File: config.mk
export PLATFORM = sky130hd
export DESIGN_NAME = tts_front
export DESIGN_NICKNAME = d
export VERILOG_FILES = /design/src/tts_pkg.sv /design/src/tts_front.sv
export SDC_FILE = /design/constraint.sdc
export NUM_CORES = 1
export LEC_CHECK = 0
export ABC_AREA = 0
export BUFFER_PORTS_ARGS = -buffer_cell sky130_fd_sc_hd__buf_2
export CORE_MARGIN = 2
export CORE_UTILIZATION = 50
export DETAILED_ROUTE_END_ITERATION = 7
export GPL_TIMING_DRIVEN = 1
export PLACE_DENSITY_LB_ADDON = 0.25
export SLEW_MARGIN = 25
export SYNTH_ARGS = -nofsm -noshare
export SYNTH_HDL_FRONTEND = slang
export SYNTH_SLANG_ARGS = --single-unit
File: constraint.sdc
create_clock -name clk_i -period 4.15 [get_ports clk_i]
set_clock_uncertainty 0.05 [all_clocks]
set_input_delay 0.2075 -clock clk_i [delete_from_list [all_inputs] [get_ports clk_i]]
set_output_delay 0.2075 -clock clk_i [all_outputs]
set_load 0.05 [all_outputs]
File: src/tts_pkg.sv
// Shared types, constants and fixed-point helpers of the tridiagonal solver.
package tts_pkg;

  localparam int QW           = 48;
  localparam int MAX_UNKNOWNS = 64;
  localparam int IDX_W        = $clog2(MAX_UNKNOWNS);
  localparam int CFG_IDX_W    = 2;

  localparam logic signed [QW-1:0] Q_MAX = {1'b0, {(QW-1){1'b1}}};
  localparam logic signed [QW-1:0] Q_MIN = {1'b1, {(QW-1){1'b0}}};
  localparam logic signed [QW-1:0] Q_ONE = 48'sh0001_0000_0000;

  typedef enum logic [CFG_IDX_W-1:0] {
    CFG_SUB   = 2'd0,
    CFG_DIAG  = 2'd1,
    CFG_SUPER = 2'd2
  } cfg_idx_e;

  typedef enum logic [3:0] {
    S_IDLE, S_MUL1, S_MUL2, S_DIV, S_DIVW, S_WRITE, S_EMIT, S_RD, S_BMUL
  } back_state_e;

  typedef enum logic [1:0] {
    DV_IDLE, DV_CHK, DV_RUN, DV_FIN
  } div_state_e;

  typedef struct packed {
    logic signed [QW-1:0] value;
    logic                 last;
  } rhs_req_t;

  typedef struct packed {
    logic signed [QW-1:0] value;
    logic [IDX_W-1:0]     index;
    logic                 last;
    logic                 err;
  } sol_res_t;

  // Magnitude of a signed value; the most negative value maps to 2^47.
  function automatic logic [QW-1:0] mag_of(input logic signed [QW-1:0] v);
    return v[QW-1] ? QW'(-v) : QW'(v);
  endfunction

  // Apply a sign to a magnitude, saturating at the Q16.32 limits.
  function automatic logic signed [QW-1:0] from_mag(input logic neg,
                                                    input logic [64:0] mag);
    logic big;
    big = (mag >= {17'b0, Q_MIN});
    if (big) return neg ? Q_MIN : Q_MAX;
    return neg ? -$signed(mag[QW-1:0]) : $signed(mag[QW-1:0]);
  endfunction

  // Saturating difference a - b.
  function automatic logic signed [QW-1:0] sat_sub(input logic signed [QW-1:0] a,
                                                   input logic signed [QW-1:0] b);
    logic signed [QW:0] d;
    d = {a[QW-1], a} - {b[QW-1], b};
    if (d[QW] != d[QW-1]) return d[QW] ? Q_MIN : Q_MAX;
    return d[QW-1:0];
  endfunction

endpackage

File: src/tts_front.sv
// Input queue that takes right-hand-side requests and holds them for the sweep engine.
module tts_front import tts_pkg::*; (
  input  logic     clk_i,
  input  logic     rst_ni,
  input  logic     in_valid_i,
  output logic     in_ready_o,
  input  rhs_req_t in_req_i,
  output logic     req_valid_o,
  input  logic     req_pop_i,
  output rhs_req_t req_o
);

  rhs_req_t   buf_q [2];
  logic       wr_q, rd_q;
  logic [1:0] cnt_q;
  logic       push, pop;

  assign in_ready_o  = (cnt_q != 2'd2);
  assign req_valid_o = (cnt_q != 2'd0);
  assign req_o       = buf_q[rd_q];
  assign push        = in_valid_i & in_ready_o;
  assign pop         = req_pop_i & req_valid_o;

  always_ff @(posedge clk_i or negedge rst_ni) begin
    if (!rst_ni) begin
      wr_q  <= 1'b0;
      rd_q  <= 1'b0;
      cnt_q <= 2'd0;
    end else begin
      if (push) wr_q <= ~wr_q;
      if (pop)  rd_q <= ~rd_q;
      cnt_q <= cnt_q + 2'(push) - 2'(pop);
    end
  end

  always_ff @(posedge clk_i) begin
    if (push) buf_q[wr_q] <= in_req_i;
  end

endmodule

After elaboration in Yosys (flattened, before gate mapping)
Memory sizes are Yosys's and may differ from the RTL's.
Index checks and enable logic that the tools add are counted.
{"block": "totals", "ram_bits": 98, "rom_bits": 0, "wordCells": 14, "mem_count": 1, "latch_bits": 0, "input_bits": 53, "ff_bits": 4, "out_inout_bits": 51}
{"block": "op_classes", "muxes": 2, "n_reduce_logical": 1, "n_div": 0, "magnitude_cmp": 0, "n_bitwise": 4, "n_shift": 0, "n_addsub": 2, "eq_ne": 1, "multipliers": 0}
{"name": "buf_q", "depth": 2, "width": 49, "rd": 1, "rd_ports_with_merged_regs": 0, "wr": 1, "line": "tts_front.sv:13", "source": "rhs_req_t buf_q [2];"}
{"op": "$add 2x1->2", "n": 1}
{"op": "$and 1x1->1", "n": 2}
{"op": "$mux 1", "n": 2}
{"op": "$ne 2x2->1 const B", "n": 1}
{"op": "$not 1->1", "n": 2}
{"op": "$reduce_bool 2->1", "n": 1}
{"op": "$sub 2x1->2", "n": 1}

Depth between registers and ports, before layout
{"block": "logic_depth", "word_depth": 4, "depth_mapped": 7, "mapped_depth_nobuf": 7}

Least setup slack after synthesis
Ideal clock, no wire load.
{"block": "synth_timing", "kind": "register to register", "from": "reg cnt_q[0]", "to": "mem buf_q[0][0] (netlist bit), enable pin", "setup_slack_ns": 0.564, "setup_ns": 0.456, "t_arrival_ns": 3.081, "t_required_ns": 3.644, "period_less_slack_ns": 3.586, "path_buffers": 0, "path_stages_with_launch": 4, "path_cell_list": "dfrtp_1 -> nand2b_1 -> nand2_1 -> nor2_1"}
{"block": "synth_via", "elab_chain_len": 4}
{"item": "from (decl)", "line": "tts_front.sv:15", "source": "logic [1:0] cnt_q;"}
{"item": "from (signal assigned)", "line": "tts_front.sv:32", "source": "cnt_q <= cnt_q + 2'(push) - 2'(pop);"}
{"item": "$ne 2x2->1", "line": "tts_front.sv:18", "source": "assign in_ready_o = (cnt_q != 2'd2);"}
{"item": "net in_ready_o", "line": "tts_front.sv:6", "source": "output logic in_ready_o,"}
{"item": "$and 1x1->1", "line": "tts_front.sv:21", "source": "assign push = in_valid_i & in_ready_o;"}
{"item": "$mux 1", "line": "tts_front.sv:37", "source": "if (push) buf_q[wr_q] <= in_req_i;"}
{"item": "$mux 1 (implied by the code)", "line": "tts_front.sv:37"}
{"item": "to (decl)", "line": "tts_front.sv:13"}
The timed path passes the listed nets, and every way through them passes these cells.

==> summary.md <==
| Metric | Value |
|---|---|
| Leading area contributor after synthesis | edfxtp_1 |
| Vias in the first global route | 2191 |
| Gate family responsible for the most delay along the worst path | flip-flops |
| Top post-synthesis cells by area | edfxtp_1 78%, mux2_2 13%, dfrtp_1 2.7%, buf_6 1.5%, mux2_1 1.2% |
| GR Util met1 | approximately 19% |
| Switching Fraction | about 42% |
| Yosys warns | 0 |
| Area grow syn2layout | 34.6% |
| Syn Area/Cell | approximately 22 sq um |
| Count of final setup violators | 0 |
| Final nets | 385 |
| CTS tree | built |
| Crit-path max FO | 50 |
| FILL cells | 524 |
| Slew Limit Fails | 0 |
| Largest net degree at the start of global routing | 51 |
| RR Startpoint | cnt_q[1] |
| Core ar. | 0.00725 sq mm |
| Class of the worst hold path | input port to flip-flop |
| Post-synthesis register bit count | just over 100 |
| Area of the multi-input gates | 659 sq um |
| Die Span Y | 90.7 um |
| Clk pwr share | 15.8% |
| RSZ-0062 raised after global routing | no |
| Busiest layer in global routing | met2 |
| CP arrival | 1880 ps |
| Synthesized area | approximately 0.0038 sq mm |
| Avg WL per Cell | between 10 and 15 um |
| Via density | 4.71 |
| Clk buf depth | 2 |
| Skew-Pair Late Insertion Delay | 340 ps |
| DR iter-0 viols | ~110 |
| DPL Wire Length | 3910 um |
| Final hold violations | 0 |
| Total Routed Length | between 6000 and 7000 um |
| Crit path time final | about 2100 ps |
| Min-delay src | req_pop_i |
| Flop pwr share | 41.8% |
| Sequential cell area fraction in the yosys report | 81.0% |
| Final routed DRC violation total | 0 |
| Syn Nets | 225 |
| Crit Reg-Reg Endpoint | buf_q[0][44] |
| Hold Path End | rd_q |
| Number of buffers and inverters on the critical path | 1 |
| Reg2reg path depth | 4 |
| Post-CTS Setup Repair Bufs | 0 |
| Initial antenna violation count | 0 |
| Die Width | just over 90 um |
| P_sw | 1570 uW |
| Total grt overflow | 0 |
| Crit path cell chain | mux2_2 > buf_2 |
| Worst Path Required | 3890 ps |
| Hold path depth | 3 |
| Internal Power | 2150 uW |
| Via count | 2044 |
| Max Cap Viol | 0 |
| Crit Path Class | flip-flop to output pin |
| Status | completed |
| Die Area | 0.00822 sq mm |
| Setup TNS | 0 ps |
| Top Ports | 104 |
| CTS Sinks | 102 |
| Max IR drop VDD | 0.000468 V |
| Critical path's slowest cell | dfrtp_4 |
| Power consumption | between 3000 and 4000 uW |
| Global-route usage over all layers | 16.2% |
| CP Launch Type | flip-flop |
| Slew of the pin with the lowest slew margin | approximately 760 ps |
| Logic gate share of total power | 42.4% |
| Layout cells sized above 1 | 50.1% |
| R2R Setup Slk | 2030 ps |
| Initial core utilization | between 50% and 60% |
| Root buffer cell | clkbuf_8 |
| Commonest non-fill, non-tap cells in the layout | 103 x buf_2, 98 x edfxtp_1, 50 x dlygate4sd3_1, 45 x mux2_2, 9 x clkbuf_8 |
| Input/output buffers | around 100 |
| CTS Buf Count | 9 |
| # rows | 31 |
| Drt pass-1 iters | 4 |
| Max_slew headroom | 49.3% |
| First-pass GRT wire length | between 10000 and 15000 um |
| Post-DRT Antenna Nets | 0 |
| Setup crit end kind | output pin |
| Unique masters post-synth | 16 |
| Pwr/cell area | 736 mW/mm^2 |
| Share of the synthesized area in the top cell type | 78.4% |
| Synth Instances | between 150 and 200 |
| Reg clk slew, reported paths | around 80 ps |
| F_max | roughly 0.47 GHz |
| Most common cell after layout, fill and taps aside | buf_2 |
| Met2 Use GR | 29.0% |
| Static Leak | 0.00191 uW |
| Fin crit share | about half |
| Worst path max stage delay | 860 ps |
| Met3 Use GR | 3.09% |
| # diodes | 0 |
| FF/Latch Area | 0.00305 sq mm |
| GPL Wtd Cong | 0.666 |
| H-tree depth | 3 |
==> sequential cells by signal, indices dropped and copies added (netlist names) <==
name and flops:
cnt_q 2, buf_q 98, wr_q 1, rd_q 1
==> synthesized netlist by cell type <==
library cell,n
xnor2_1,3
mux2_1,4
nor2_1,1
xor2_1,1
nand2_1,1
inv_1,1
buf_2,1
nand2b_1,1
or2_1,1
dfrtp_1,4
ha_1,2
mux2_2,45
buf_6,5
edfxtp_1,98
and2_4,1
and3_1,1
==> power groups by stage <==
stage          Sequential, uW  Clock (uW)  Combinational (uW)
2_1_floorplan            1480           0                1360
3_3_place_gp             1580           0                1560
3_5_place_dp             1590           0                1560
4_1_cts                  1570         604                1600
5_1_grt                  1590         635                1660
6_report                 1560         587                1580
==> tightest hold or removal path, cell delays in order <==
cell    delay (ps)
buf_2           70
and2_4         130
xor2_1          50
==> stage by stage <==
stage / util [%] / hold WS, ps / worst slack (ps) / cell area, sq um / cells
after floorplan: - / -138 / 564 / 3750 / 170
after global placement: 60.1 / -33.8 / 2040 / 4360 / 368
after detailed placement: 60.2 / -31.7 / 1980 / 4360 / 368
after CTS: 69.7 / 95.7 / 1970 / 5050 / 434
after global routing: 69.7 / 131 / 1840 / 5050 / 434
final: 69.7 / 110 / 2010 / 5050 / 434
==> cell families after synthesis <==
group,count (synthesis),synth area share [%]
xor+xnor,4,0.933
flops,102,81.0
buf+inv,7,1.73
fa+ha+maj,2,0.666
mux,49,14.7
simple gates,6,0.933
==> timing repair <==
item | in CTS | in global routing
hold buffers | 50 | 0
gates resized for setup | 0 | 0
hold endpoints to repair | 102 | 0
==> per-layer routing <==
layer | share of wire, % | up-vias
met5 | 0 | -
li1 | - | 981
met1 | 41 | 999
met3 | 3.5 | 9
met4 | 1.6 | 0
met2 | 54 | 55
==> cell type report <==
class	instances	share of cell area, %
Sequential cell	102	60.3
Timing Repair Buffer	155	20.4
Multi-Input combinational cell	61	13.0
Clock buffer	10	2.52
Tap cell	99	2.45
Clock inverter	6	1.24
Inverter	1	0.0743
==> how the worst max path moves through the flow <==
stage	depth (start not counted)	to	slack [ps]	start
6_report	2	req_o[37]	2010	rd_q
5_1_grt	4	buf_q[0][2]	1840	cnt_q[1]
4_1_cts	4	buf_q[0][42]	1970	cnt_q[1]
3_5_place_dp	4	buf_q[0][15]	1980	cnt_q[1]
3_3_place_gp	4	buf_q[0][15]	2040	cnt_q[1]
2_1_floorplan	3	buf_q[0][0]	560	cnt_q[0]
(Power assumes the default switching activity.)
